### src/rtl/vbi_pkg.sv
package vbi_pkg;

    // Payload store depth and its address width.
    localparam int PAYLOAD_BYTES = 42;
    localparam int ADDR_W        = (PAYLOAD_BYTES > 1) ? $clog2(PAYLOAD_BYTES) : 1;

    // Datapath widths of the boundary unit.
    localparam int FS_W   = 25;   // sampling rate register
    localparam int ELEM_W = 9;    // element number, up to 360
    localparam int BND_W  = 11;   // boundary in samples, at most 1744
    localparam int PROD_W = FS_W + ELEM_W;
    localparam int REM_W  = 23;   // divider remainder, below the largest divisor
    localparam int STEP_W = $clog2(PROD_W);

    localparam logic [FS_W-1:0] FS_RESET = 25'd13500000;

    // Input item kinds.
    localparam logic [1:0] KIND_LOAD  = 2'd0;
    localparam logic [1:0] KIND_START = 2'd1;
    localparam logic [1:0] KIND_TICK  = 2'd2;

    // Services.
    localparam logic [1:0] SVC_CC   = 2'd0;
    localparam logic [1:0] SVC_WSS  = 2'd1;
    localparam logic [1:0] SVC_TT   = 2'd2;
    localparam logic [1:0] SVC_NONE = 2'd3;

    // Symbol rates as divisors of n * fs. Teletext divides fs by ten first.
    localparam logic [REM_W-1:0] CC_DIV      = 23'd1000000;
    localparam logic [REM_W-1:0] WSS_DIV     = 23'd5000000;
    localparam logic [REM_W-1:0] TT_DIV      = 23'(6937500 / 10);
    localparam logic [4:0]       TT_PRESCALE = 5'd10;

    localparam logic [ELEM_W-1:0] CC_ELEMS  = 9'd52;
    localparam logic [ELEM_W-1:0] WSS_ELEMS = 9'd137;
    localparam logic [ELEM_W-1:0] TT_ELEMS  = 9'd360;

    // Fixed waveform patterns.
    localparam logic [28:0] WSS_RUN_IN   = 29'h1f1c71c7;
    localparam logic [23:0] WSS_START    = 24'h1e3c1f;
    localparam logic [5:0]  WSS_ONE_PAT  = 6'h38;
    localparam logic [5:0]  WSS_ZERO_PAT = 6'h07;
    localparam logic [7:0]  TT_CLOCK_RUN = 8'h55;
    localparam logic [7:0]  TT_FRAMING   = 8'h27;

    localparam logic [7:0] ONE_LEVEL  = 8'hc0;
    localparam logic [7:0] ZERO_LEVEL = 8'h10;

    // Request to and response from the boundary unit.
    typedef struct packed {
        logic              start;
        logic [1:0]        svc;
        logic [ELEM_W-1:0] n;
        logic [FS_W-1:0]   fs;
    } bnd_req_t;

    typedef struct packed {
        logic             done;
        logic [BND_W-1:0] quo;
    } bnd_rsp_t;

endpackage

### src/rtl/vbi_bnd.sv
// Serial boundary unit: floor(n * fs / rate), with fs first divided by ten for
// teletext. Pre-divide, multiply and divide each retire one bit per cycle.
module vbi_bnd (
    input  logic              aclk,
    input  logic              aresetn,
    input  vbi_pkg::bnd_req_t req,
    output vbi_pkg::bnd_rsp_t rsp
);

    typedef enum logic [3:0] {
        B_IDLE = 4'b0001,
        B_PRE  = 4'b0010,
        B_MUL  = 4'b0100,
        B_DIV  = 4'b1000
    } bstate_t;

    bstate_t state_reg, state_next;
    logic    done_reg, done_next;
    logic [vbi_pkg::STEP_W-1:0] step_reg, step_next;

    logic [1:0]                 svc_reg;
    logic [vbi_pkg::ELEM_W-1:0] n_reg;
    logic [vbi_pkg::FS_W-1:0]   f_reg;
    logic [3:0]                 pre_rem_reg;
    logic [vbi_pkg::PROD_W-1:0] prod_reg;
    logic [vbi_pkg::REM_W-1:0]  rem_reg;
    logic [vbi_pkg::BND_W-1:0]  quo_reg;

    logic [vbi_pkg::REM_W-1:0] divisor;
    logic [4:0]                pre_trial;
    logic                      pre_ge;
    logic [vbi_pkg::PROD_W-1:0] prod_add;
    logic [vbi_pkg::REM_W:0]   div_trial;
    logic                      div_ge;

    always_comb begin
        case (svc_reg)
            vbi_pkg::SVC_CC:  divisor = vbi_pkg::CC_DIV;
            vbi_pkg::SVC_WSS: divisor = vbi_pkg::WSS_DIV;
            default:          divisor = vbi_pkg::TT_DIV;
        endcase
    end

    assign pre_trial = {pre_rem_reg, f_reg[vbi_pkg::FS_W-1]};
    assign pre_ge    = (pre_trial >= vbi_pkg::TT_PRESCALE);
    assign prod_add  = n_reg[vbi_pkg::ELEM_W-1] ? vbi_pkg::PROD_W'(f_reg) : '0;
    assign div_trial = {rem_reg, prod_reg[vbi_pkg::PROD_W-1]};
    assign div_ge    = (div_trial >= {1'b0, divisor});

    always_comb begin
        state_next = state_reg;
        step_next  = step_reg;
        done_next  = 1'b0;
        unique case (state_reg)
            B_IDLE: begin
                if (req.start) begin
                    if (req.svc == vbi_pkg::SVC_TT) begin
                        state_next = B_PRE;
                        step_next  = vbi_pkg::STEP_W'(vbi_pkg::FS_W - 1);
                    end else begin
                        state_next = B_MUL;
                        step_next  = vbi_pkg::STEP_W'(vbi_pkg::ELEM_W - 1);
                    end
                end
            end
            B_PRE: begin
                step_next = step_reg - 1'b1;
                if (step_reg == '0) begin
                    state_next = B_MUL;
                    step_next  = vbi_pkg::STEP_W'(vbi_pkg::ELEM_W - 1);
                end
            end
            B_MUL: begin
                step_next = step_reg - 1'b1;
                if (step_reg == '0) begin
                    state_next = B_DIV;
                    step_next  = vbi_pkg::STEP_W'(vbi_pkg::PROD_W - 1);
                end
            end
            B_DIV: begin
                step_next = step_reg - 1'b1;
                if (step_reg == '0) begin
                    state_next = B_IDLE;
                    done_next  = 1'b1;
                end
            end
            default: state_next = B_IDLE;
        endcase
    end

    always_ff @(posedge aclk) begin
        if (!aresetn) begin
            state_reg <= B_IDLE;
            step_reg  <= '0;
            done_reg  <= 1'b0;
        end else begin
            state_reg <= state_next;
            step_reg  <= step_next;
            done_reg  <= done_next;
        end
    end

    always_ff @(posedge aclk) begin
        case (state_reg)
            B_IDLE: begin
                if (req.start) begin
                    svc_reg     <= req.svc;
                    n_reg       <= req.n;
                    f_reg       <= req.fs;
                    pre_rem_reg <= '0;
                    prod_reg    <= '0;
                end
            end
            B_PRE: begin
                // Restoring division by ten; the quotient replaces fs in place.
                pre_rem_reg <= pre_ge ? 4'(pre_trial - vbi_pkg::TT_PRESCALE) : pre_trial[3:0];
                f_reg       <= {f_reg[vbi_pkg::FS_W-2:0], pre_ge};
            end
            B_MUL: begin
                prod_reg <= {prod_reg[vbi_pkg::PROD_W-2:0], 1'b0} + prod_add;
                n_reg    <= {n_reg[vbi_pkg::ELEM_W-2:0], 1'b0};
                rem_reg  <= '0;
            end
            B_DIV: begin
                // The quotient never exceeds the boundary width, so the upper
                // quotient bits that fall off the register are all zero.
                rem_reg  <= div_ge ? vbi_pkg::REM_W'(div_trial - {1'b0, divisor})
                                   : div_trial[vbi_pkg::REM_W-1:0];
                quo_reg  <= {quo_reg[vbi_pkg::BND_W-2:0], div_ge};
                prod_reg <= {prod_reg[vbi_pkg::PROD_W-2:0], 1'b0};
            end
            default: ;
        endcase
    end

    assign rsp.done = done_reg;
    assign rsp.quo  = quo_reg;

endmodule

### src/rtl/vbi_raw_line_waveform_generator_top.sv
// Raw VBI line generator for closed caption, WSS and teletext. Load words
// fill the 42-byte payload store and start words select the service;
// neither leaves the idle state. A sample tick word returns one result
// word; on an idle line it goes straight to the output register. On an
// active line every element boundary is worked out by a serial unit (9
// multiply steps, 34 divide steps, plus 25 divide-by-ten steps for
// teletext). A tick evaluates the current element boundary, one more for
// each element it skips, and the final boundary for the last-sample flag,
// then passes through the payload read and the output register; no new
// word is taken until the result word is loaded. The sampling rate port is
// always ready and is meant to be written between words.
module vbi_raw_line_waveform_generator_top (
    input  logic        aclk,
    input  logic        aresetn,
    input  logic        s_valid,
    output logic        s_ready,
    input  logic [1:0]  s_kind,
    input  logic [1:0]  s_service,
    input  logic [5:0]  s_byte_index,
    input  logic [7:0]  s_byte_value,
    output logic        m_valid,
    input  logic        m_ready,
    output logic [7:0]  m_sample_value,
    output logic        m_sample_valid,
    output logic        m_last_sample,
    input  logic        cfg_valid,
    output logic        cfg_ready,
    input  logic [24:0] cfg_sampling_rate
);

    typedef enum logic [3:0] {
        ST_IDLE = 4'b0001,
        ST_CALC = 4'b0010,
        ST_RD   = 4'b0100,
        ST_EMIT = 4'b1000
    } state_t;

    // Where the bit of one element comes from.
    typedef struct packed {
        logic       from_byte;
        logic       fixed_bit;
        logic       parity;
        logic       wss;
        logic       pat_one;
        logic       pat_zero;
        logic [5:0] addr;
        logic [2:0] sel;
    } bit_src_t;

    state_t state_reg, state_next;
    logic [vbi_pkg::FS_W-1:0]   fs_reg;
    logic [1:0]                 svc_reg, svc_next;
    logic                       active_reg, active_next;
    logic [vbi_pkg::BND_W-1:0]  count_reg, count_next;
    logic [vbi_pkg::ELEM_W-1:0] elem_reg, elem_next;
    logic                       calc_last_reg, calc_last_next;
    logic                       last_reg, last_next;
    logic                       res_zero_reg, res_zero_next;
    logic                       m_valid_reg, m_valid_next;
    logic [7:0]                 m_value_reg;
    logic                       m_svalid_reg;
    logic                       m_last_reg;

    logic [7:0] mem [vbi_pkg::PAYLOAD_BYTES];
    logic [7:0] rd_data_reg;

    vbi_pkg::bnd_req_t bnd_req;
    vbi_pkg::bnd_rsp_t bnd_rsp;

    logic                       s_accept;
    logic                       out_load;
    logic [vbi_pkg::ELEM_W-1:0] total;
    logic [vbi_pkg::ELEM_W-1:0] elem_inc;
    bit_src_t                   src;
    logic                       data_bit;
    logic                       out_bit;

    function automatic logic [vbi_pkg::ELEM_W-1:0] elem_total(input logic [1:0] svc);
        logic [vbi_pkg::ELEM_W-1:0] t;
        case (svc)
            vbi_pkg::SVC_CC:  t = vbi_pkg::CC_ELEMS;
            vbi_pkg::SVC_WSS: t = vbi_pkg::WSS_ELEMS;
            default:          t = vbi_pkg::TT_ELEMS;
        endcase
        return t;
    endfunction

    function automatic bit_src_t decode_bit(input logic [1:0] svc,
                                            input logic [vbi_pkg::ELEM_W-1:0] e);
        bit_src_t   d;
        logic [4:0] k;
        logic [6:0] kw;
        logic [12:0] prod;
        logic [3:0] j;
        logic [2:0] pos;
        logic [2:0] pidx;
        logic [5:0] t;
        logic [5:0] tidx;
        d    = '0;
        k    = '0;
        kw   = 7'(e - 9'd53);
        // k / 6 for k below 84, by reciprocal multiplication.
        prod = 13'(kw) * 13'd43;
        j    = prod[11:8];
        pos  = 3'(kw - 7'(7'(j) * 7'd6));
        pidx = 3'd5 - pos;
        t    = e[8:3];
        tidx = t - 6'd3;
        unique case (svc)
            vbi_pkg::SVC_CC: begin
                if (e < 9'd14) begin
                    d.fixed_bit = e[0];
                end else if (e < 9'd18) begin
                    d.fixed_bit = 1'b0;
                end else if (e < 9'd20) begin
                    d.fixed_bit = 1'b1;
                end else begin
                    if (e < 9'd36) begin
                        k      = 5'(e - 9'd20);
                        d.addr = 6'd0;
                    end else begin
                        k      = {1'b0, 4'(e - 9'd36)};
                        d.addr = 6'd1;
                    end
                    d.from_byte = 1'b1;
                    if (k < 5'd14) begin
                        d.sel = k[3:1];
                    end else begin
                        d.parity = 1'b1;
                    end
                end
            end
            vbi_pkg::SVC_WSS: begin
                if (e < 9'd29) begin
                    d.fixed_bit = vbi_pkg::WSS_RUN_IN[5'd28 - e[4:0]];
                end else if (e < 9'd53) begin
                    d.fixed_bit = vbi_pkg::WSS_START[5'(9'd52 - e)];
                end else begin
                    d.from_byte = 1'b1;
                    d.wss       = 1'b1;
                    d.addr      = (j >= 4'd8) ? 6'd1 : 6'd0;
                    d.sel       = j[2:0];
                    d.pat_one   = vbi_pkg::WSS_ONE_PAT[pidx];
                    d.pat_zero  = vbi_pkg::WSS_ZERO_PAT[pidx];
                end
            end
            vbi_pkg::SVC_TT: begin
                if (t < 6'd2) begin
                    d.fixed_bit = vbi_pkg::TT_CLOCK_RUN[e[2:0]];
                end else if (t == 6'd2) begin
                    d.fixed_bit = vbi_pkg::TT_FRAMING[e[2:0]];
                end else if (tidx < 6'(vbi_pkg::PAYLOAD_BYTES)) begin
                    d.from_byte = 1'b1;
                    d.addr      = tidx;
                    d.sel       = e[2:0];
                end else begin
                    d.fixed_bit = 1'b0;
                end
            end
            default: d.fixed_bit = 1'b0;
        endcase
        return d;
    endfunction

    vbi_bnd u_bnd (
        .aclk    (aclk),
        .aresetn (aresetn),
        .req     (bnd_req),
        .rsp     (bnd_rsp)
    );

    assign s_ready   = (state_reg == ST_IDLE);
    assign s_accept  = s_valid && s_ready;
    assign cfg_ready = 1'b1;
    assign total     = elem_total(svc_reg);
    assign elem_inc  = elem_reg + 1'b1;
    assign out_load  = (state_reg == ST_EMIT) && (!m_valid_reg || m_ready);

    assign src      = decode_bit(svc_reg, elem_reg);
    assign data_bit = src.parity ? ~^rd_data_reg[6:0] : rd_data_reg[src.sel];
    always_comb begin
        if (!src.from_byte) begin
            out_bit = src.fixed_bit;
        end else if (src.wss) begin
            out_bit = data_bit ? src.pat_one : src.pat_zero;
        end else begin
            out_bit = data_bit;
        end
    end

    always_comb begin
        state_next     = state_reg;
        svc_next       = svc_reg;
        active_next    = active_reg;
        count_next     = count_reg;
        elem_next      = elem_reg;
        calc_last_next = calc_last_reg;
        last_next      = last_reg;
        res_zero_next  = res_zero_reg;
        m_valid_next   = m_valid_reg && !m_ready;
        bnd_req.start  = 1'b0;
        bnd_req.svc    = svc_reg;
        bnd_req.n      = elem_inc;
        bnd_req.fs     = fs_reg;
        unique case (state_reg)
            ST_IDLE: begin
                if (s_accept) begin
                    unique case (s_kind)
                        vbi_pkg::KIND_TICK: begin
                            if (active_reg) begin
                                bnd_req.start  = 1'b1;
                                calc_last_next = 1'b0;
                                state_next     = ST_CALC;
                            end else begin
                                res_zero_next = 1'b1;
                                state_next    = ST_EMIT;
                            end
                        end
                        vbi_pkg::KIND_START: begin
                            count_next = '0;
                            elem_next  = '0;
                            if (s_service == vbi_pkg::SVC_NONE) begin
                                active_next = 1'b0;
                            end else begin
                                svc_next    = s_service;
                                active_next = 1'b1;
                            end
                        end
                        default: ;
                    endcase
                end
            end
            ST_CALC: begin
                if (bnd_rsp.done) begin
                    if (!calc_last_reg) begin
                        if (count_reg >= bnd_rsp.quo) begin
                            // The current element covers no more samples.
                            elem_next = elem_inc;
                            if (elem_inc == total) begin
                                active_next   = 1'b0;
                                res_zero_next = 1'b1;
                                state_next    = ST_EMIT;
                            end else begin
                                bnd_req.start = 1'b1;
                                bnd_req.n     = elem_reg + 9'd2;
                            end
                        end else begin
                            calc_last_next = 1'b1;
                            bnd_req.start  = 1'b1;
                            bnd_req.n      = total;
                        end
                    end else begin
                        last_next     = ({1'b0, count_reg} + 12'd1) == {1'b0, bnd_rsp.quo};
                        res_zero_next = 1'b0;
                        state_next    = ST_RD;
                    end
                end
            end
            ST_RD: begin
                state_next = ST_EMIT;
            end
            ST_EMIT: begin
                if (out_load) begin
                    m_valid_next = 1'b1;
                    state_next   = ST_IDLE;
                    if (!res_zero_reg) begin
                        count_next = count_reg + 1'b1;
                    end
                end
            end
            default: state_next = ST_IDLE;
        endcase
    end

    always_ff @(posedge aclk) begin
        if (!aresetn) begin
            state_reg     <= ST_IDLE;
            fs_reg        <= vbi_pkg::FS_RESET;
            svc_reg       <= vbi_pkg::SVC_CC;
            active_reg    <= 1'b0;
            count_reg     <= '0;
            elem_reg      <= '0;
            calc_last_reg <= 1'b0;
            last_reg      <= 1'b0;
            res_zero_reg  <= 1'b0;
            m_valid_reg   <= 1'b0;
        end else begin
            state_reg     <= state_next;
            svc_reg       <= svc_next;
            active_reg    <= active_next;
            count_reg     <= count_next;
            elem_reg      <= elem_next;
            calc_last_reg <= calc_last_next;
            last_reg      <= last_next;
            res_zero_reg  <= res_zero_next;
            m_valid_reg   <= m_valid_next;
            if (cfg_valid && cfg_ready) begin
                fs_reg <= cfg_sampling_rate;
            end
        end
    end

    always_ff @(posedge aclk) begin
        if (out_load) begin
            m_value_reg  <= res_zero_reg ? 8'd0
                          : (out_bit ? vbi_pkg::ONE_LEVEL : vbi_pkg::ZERO_LEVEL);
            m_svalid_reg <= !res_zero_reg;
            m_last_reg   <= !res_zero_reg && last_reg;
        end
    end

    // Payload store: one write port for load words, one registered read port.
    always_ff @(posedge aclk) begin
        if (s_accept && (s_kind == vbi_pkg::KIND_LOAD)
                && (s_byte_index < 6'(vbi_pkg::PAYLOAD_BYTES))) begin
            mem[s_byte_index[vbi_pkg::ADDR_W-1:0]] <= s_byte_value;
        end
        if (state_reg == ST_RD) begin
            rd_data_reg <= mem[src.addr[vbi_pkg::ADDR_W-1:0]];
        end
    end

    assign m_valid        = m_valid_reg;
    assign m_sample_value = m_value_reg;
    assign m_sample_valid = m_svalid_reg;
    assign m_last_sample  = m_last_reg;

endmodule
### config.mk
export PLATFORM = sky130hd
export DESIGN_NAME = vbi_raw_line_waveform_generator_top
export DESIGN_NICKNAME = d
export VERILOG_FILES = /design/src/rtl/vbi_pkg.sv /design/src/rtl/vbi_bnd.sv /design/src/rtl/vbi_raw_line_waveform_generator_top.sv
export SDC_FILE = /design/constraint.sdc
export NUM_CORES = 1
export LEC_CHECK = 0
export BUFFER_PORTS_ARGS = -buffer_cell sky130_fd_sc_hd__buf_2
export CORE_ASPECT_RATIO = 0.8
export CORE_UTILIZATION = 35
export CTS_CLUSTER_DIAMETER = 120
export DETAILED_ROUTE_END_ITERATION = 12
export GPL_TIMING_DRIVEN = 1
export MAX_ROUTING_LAYER = met4
export PLACE_DENSITY_LB_ADDON = 0.05
export SKIP_CTS_REPAIR_TIMING = 1
export SYNTH_ARGS = -nofsm -noshare
export SYNTH_HDL_FRONTEND = slang
export SYNTH_SLANG_ARGS = --single-unit
### constraint.sdc
create_clock -name aclk -period 7.8 [get_ports aclk]
set_input_delay 0.78 -clock aclk [delete_from_list [all_inputs] [get_ports aclk]]
set_output_delay 0.78 -clock aclk [all_outputs]
set_load 0.01 [all_outputs]
==> results of run 1 <==
==> worst min-delay path by stage <==
| stage | endpoint | slack (ps) |
|---|---|---|
| 2_1_floorplan | u_bnd.quo_reg[8]$_DFFE_PN_ | 430 |
| 3_5_place_dp | fs_reg[9]$_SDFFE_PN1P_ | 460 |
| 5_1_grt | fs_reg[12]$_SDFFE_PN1P_ | 330 |
| 4_1_cts | fs_reg[11]$_SDFFE_PN1P_ | 310 |
| 6_report | fs_reg[11]$_SDFFE_PN1P_ | 360 |
| 3_3_place_gp | fs_reg[10]$_SDFFE_PN1P_ | 460 |
==> power by group <==
group          switching (uW)  internal [uW]
logic                     532            299
registers                96.8           3220
clock network            1170           1500
total                    1800           5020
==> routing by layer <==
layer | GRT usage | vias to the layer above
met2 | 0.2773 | 358
met4 | 0.04586 | 0
met5 | - | -
met1 | 0.2847 | 8917
met3 | 0.02510 | 96
li1 | - | 8764
==> Yosys cell counts (all sizes together), types with 25 or more instances <==
master | n | area [um^2]
clkbuf | 56 | 210.2
nor3 | 29 | 150.1
xnor2 | 60 | 525.5
nand3 | 91 | 455.4
o21ai | 81 | 409.1
a21oi | 119 | 625.6
a211oi | 27 | 207.7
xor2 | 35 | 314.1
and2 | 37 | 231.5
nand2 | 362 | 1359
buf | 58 | 396.6
nand4 | 28 | 175.2
inv | 79 | 296.5
and3 | 55 | 344.1
mux2i | 94 | 940.9
a21o | 25 | 187.7
ha | 103 | 1289
edfxtp | 456 | 13690
nor2 | 188 | 705.7
dfxtp | 69 | 1381
==> stage by stage <==
step                cell area, um^2  hold slack [ps]  utilization
global placement              27740            457.8       0.3729
detailed placement            27740            460.1       0.3729
finish                        29560            360.1       0.3974
global route                  29560            328.2       0.3974
CTS                           29560            309.1       0.3974
floorplan                     26530            426.4            -
==> final cells by class <==
type                       instances  share of cell area
timing repair buffer              83             0.01735
antenna                            1          0.00008465
multi-input combinational       1648              0.3583
clock buffer                      68             0.05177
clock inverter                    39            0.009862
inverter                          81             0.01029
tap                             1001             0.04237
sequential                       525              0.5099
==> logic make-up after synthesis <==
kind of cell             count (synthesis)
XOR/XNOR                                96
flip-flops                             525
AO/OA/AOI/OAI                          421
other                                    2
adder cells (fa/ha/maj)                111
multiplexers                           101
buffers and inverters                  195
AND/OR/NAND/NOR                        913
==> worst max-delay path, cell delays in order (launching register included) <==
cell and delay [ps]:
dfxtp_1 540, inv_1 270, ha_1 310, a21o_1 190, a21oi_1 240, xnor2_1 280, ha_1 320, inv_1 70
fa_1 440, fa_1 550, inv_1 50, ha_1 200, nor3_1 190, a22oi_1 150, a211oi_1 440, o21ai_0 180
a21boi_2 320, and2_4 500, nand3_1 130, and3_1 200, nor4_1 1000, a211oi_1 180
==> metrics.yaml, run 1 <==
largest_reg_flops: 336
synth-simple-area-share: 0.1618
worstHoldStart: "cfg_sampling_rate[11]"
cp_max_fo: 32
startpoint: "elem_reg[1]$_SDFFE_PN0P_"
coreArea_um2: 74390
path_clk_slew_ps: 60
drive_above_1_share: 0.08920
relSlewSlack: 0.1783
rows: 89
fin_skew_ps: 27.44
cellPowerDensity_nw_per_um2: 230.7
synth_async_sr_flop_share: 0
met1Wirelength_um: 36920
vias: 18135
routed_wl_um: 71760
htree_levels: 2
overflow: 0
synth_area_um2: 26510
power.total_uw: 6820
synthAdderAreaFrac: 0.05465
fin_crit_sh: 0.9074
clock-sinks: 525
hold_depth: 3
grt_pass1_vias: 17839
r2r_end: "rd_data_reg[1]$_DFFE_PN_"
area_delta_synth_final_pct: 11.51
grt_max_degree: 120
drtAntennaViolNets: 0
setup_ws_ps: 722.5
hp-class: "input pin to flop"
place_hpwl_um: 47690
dieArea_um2: 76860
finalNonFillerCells: 3446
start_util: 0.3564
grt_pass1_wl_um: 109700
synth_top_flop_cell: "edfxtp_1"
hold_viol: 0
maxUsedRoutingLayer: "met4"
io_buffers: 54
synth_compound_area_frac: 0.1076
ys_seq_area_frac: 0.5686
yosysWarnings: 0
synth.area.mux_share: 0.04016
finalSetupViolCount: 0
cts_root_buf: "clkbuf_16"
layout_commonest_cell: "edfxtp_1"
rsz0062_at_grt: "no"
syn_area_per_cell_um2: 11.21
ys_ff_latch: 525
wl_met2_um: 30500
wl_met3_um: 2997
dp.cells: 3338
drc_errors: 0
r2r_cells: 21
synth-edff-count: 456
tns_ps: 0
drv_cap: 0
grt_use_total: 0.1925
synth_cells: 2364
endpoint_kind: "flop"
synth_xor_xnor_area_share: 0.03252
cts_tree: "yes"
pre_cts_ws_ps: 892.5
final_cell_mix: "edfxtp_1, nand2_1, nor2_1, a21oi_1, ha_1"
drtIter0Drc: 1286
post_drt_wl_per_cell_um: 20.82
drv_slew: 0
num-fill-cells: 7243
critPathKind: "flop to flop"
cp-start-kind: "flop"
period_needed_ps: 7078
cp-endpoint: "rd_data_reg[1]$_DFFE_PN_"
ff_latch_area_um2: 15070
clk_latency_ps: 640
fmax_mhz: 141.3
io_pins: 61
rrSetupSlack_ps: 720
synth_top_family_by_area: "simple AND/OR/NAND/NOR gates"
status: "finished clean"
multi_input_area_um2: 10590
r2r_start: "elem_reg[1]$_SDFFE_PN0P_"
ys_types: 91
tightestPinTransition_ps: 1221
numCtsBuffers: 59
dieHeight_um: 248.2
antenna_found_initial: 1
dr.pass1.iters: 5
gp_congestion: 0.8268
crit_arrival_ps: 7410
cts_buffer_depth: 3
fin_nets: 2557
vias_per_cell: 5.263
total_leakage_power_uw: 0.01119
vdd_drop_max_v: 0.0001555
cp.required_ps: 8140
die_w_um: 309.7
Power figures use the tool's default switching activity.
==> inputs of run 2 (changes only) <==
--- a/config.mk
+++ b/config.mk
@@ -10,7 +10,7 @@
 export CORE_UTILIZATION = 35
 export CTS_CLUSTER_DIAMETER = 120
 export DETAILED_ROUTE_END_ITERATION = 12
-export GPL_TIMING_DRIVEN = 1
+export GPL_TIMING_DRIVEN = 0
 export MAX_ROUTING_LAYER = met4
 export PLACE_DENSITY_LB_ADDON = 0.05
 export SKIP_CTS_REPAIR_TIMING = 1
==> metrics.yaml, run 2 (same netlist as run 1, synthesis figures left out) <==
cp-start-kind: "flop"
largest_reg_flops: 336
endpoint_kind: "flop"
startpoint: "elem_reg[1]$_SDFFE_PN0P_"
pre_cts_ws_ps: 217.7
cts_tree: "yes"
cp-endpoint: "rd_data_reg[7]$_DFFE_PN_"
critPathKind: "flop to flop"
grt_pass1_vias: 18294
cts_buffer_depth: 3
period_needed_ps: 7333
crit_arrival_ps: 7720
dp.cells: 3423
overflow: 0
fin_nets: 2641
area_delta_synth_final_pct: 13.30
rrSetupSlack_ps: 470
num-fill-cells: 7249
hold_viol: 0
r2r_end: "rd_data_reg[7]$_DFFE_PN_"
antenna_found_initial: 0
place_hpwl_um: 55920
fmax_mhz: 136.4
io_buffers: 50
start_util: 0.3564
tightestPinTransition_ps: 1412
fin_skew_ps: 43.80
dr.pass1.iters: 5
vias: 18874
drv_cap: 0
p_switching_uw: 1836
p_seq_frac: 0.475
htree_levels: 2
drc_errors: 0
clock-sinks: 525
post_drt_wl_per_cell_um: 22.32
die_w_um: 309.7
drv_slew: 0
cellPowerDensity_nw_per_um2: 232.9
internal-power_uw: 5158
cp_max_fo: 10
layout_commonest_cell: "edfxtp_1"
rsz0062_at_grt: "no"
coreArea_um2: 74390
drtAntennaViolNets: 0
gp_congestion: 0.8485
rows: 89
drtIter0Drc: 1676
vdd_drop_max_v: 0.0001400
status: "finished clean"
drive_above_1_share: 0.09814
grt_max_degree: 43
vias_per_cell: 5.348
combinationalPowerShare: 0.123
power_frac_clock: 0.403
finalSetupViolCount: 0
clk_latency_ps: 640
final_cell_mix: "edfxtp_1, nand2_1, nor2_1, a21oi_1, ha_1"
setup_ws_ps: 466.8
io_pins: 61
grt_use_total: 0.2116
switching_share: 0.2625
r2r_cells: 25
cts_root_buf: "clkbuf_16"
finalNonFillerCells: 3529
total_leakage_power_uw: 0.01141
r2r_start: "elem_reg[1]$_SDFFE_PN0P_"
relSlewSlack: 0.05130
fin_crit_sh: 0.9402
grt_pass1_wl_um: 117300
path_clk_slew_ps: 60
numCtsBuffers: 58
hp-class: "input pin to flop"
cp.required_ps: 8180
dieHeight_um: 248.2
tns_ps: 0
dieArea_um2: 76860
routed_wl_um: 78780
-- run 2: how the worst min path moves through the flow --
stage | start | to | slack, ps | cells after the start
2_1_floorplan | u_bnd.quo_reg[7]$_DFFE_PN_ | u_bnd.quo_reg[8]$_DFFE_PN_ | 430 | 0
3_3_place_gp | fs_reg[18]$_SDFFE_PN1P_ | fs_reg[18]$_SDFFE_PN1P_ | 460 | 2
3_5_place_dp | u_bnd.quo_reg[7]$_DFFE_PN_ | u_bnd.quo_reg[8]$_DFFE_PN_ | 450 | 0
4_1_cts | cfg_sampling_rate[19] | fs_reg[19]$_SDFFE_PN1P_ | 320 | 3
5_1_grt | cfg_sampling_rate[12] | fs_reg[12]$_SDFFE_PN1P_ | 330 | 3
6_report | cfg_sampling_rate[15] | fs_reg[15]$_SDFFE_PN1P_ | 360 | 3
-- run 2: critical path, cell delays in order, from the launching register on --
cell and delay (ps):
dfxtp_1 610, inv_1 350, ha_1 360, a21o_1 200, a21oi_1 230, xnor2_1 330, ha_1 350, inv_1 70
fa_1 440, fa_1 550, inv_1 40, ha_1 260, o21ai_0 70, a22oi_1 390, a211oi_2 200, o2111ai_1 210
a21boi_2 190, and2_1 180, buf_4 180, buf_6 190, buf_4 260, buf_2 330, o221ai_1 280, a2bb2oi_1 340
nand4_1 220, o211a_1 250
-- run 2: per-stage QoR --
step / power [uW] / util / hold WS [ps] / cell area [um^2]
2_1_floorplan: 3945 / - / 426.4 / 26530
3_3_place_gp: 4207 / 0.3768 / 461.2 / 28030
3_5_place_dp: 4230 / 0.3776 / 452.8 / 28090
4_1_cts: 7061 / 0.4034 / 319.3 / 30010
5_1_grt: 7284 / 0.4038 / 334.5 / 30030
6_report: 6994 / 0.4038 / 364.0 / 30040
-- run 2: layout make-up --
class                      count  area [um^2]  share of cell area
clock inverter                34        386.6             0.01287
buffer                       114        609.3             0.02029
multi-input combinational   1648        10580              0.3523
tap                         1001         1252             0.04170
sequential                   525        15070              0.5019
timing repair buffer          54        292.8            0.009748
clock buffer                  71         1531             0.05099
inverter                      81        304.0             0.01012
antenna                        1        2.502          0.00008331
-- run 2: metal layers --
layer	GRT usage	up-vias	wire length [um]
met5	-	-	0
met4	0.04470	0	1395
met3	0.03982	95	4954
met2	0.2888	491	31730
met1	0.3205	9363	40700
li1	-	8925	-
-- run 2: power groups by stage --
stage / registers [uW] / clock network [uW] / logic [uW]
2_1_floorplan: 3350 / 0 / 598
3_3_place_gp: 3380 / 0 / 825
3_5_place_dp: 3370 / 0 / 856
4_1_cts: 3320 / 2880 / 861
5_1_grt: 3340 / 2990 / 955
6_report: 3320 / 2820 / 859
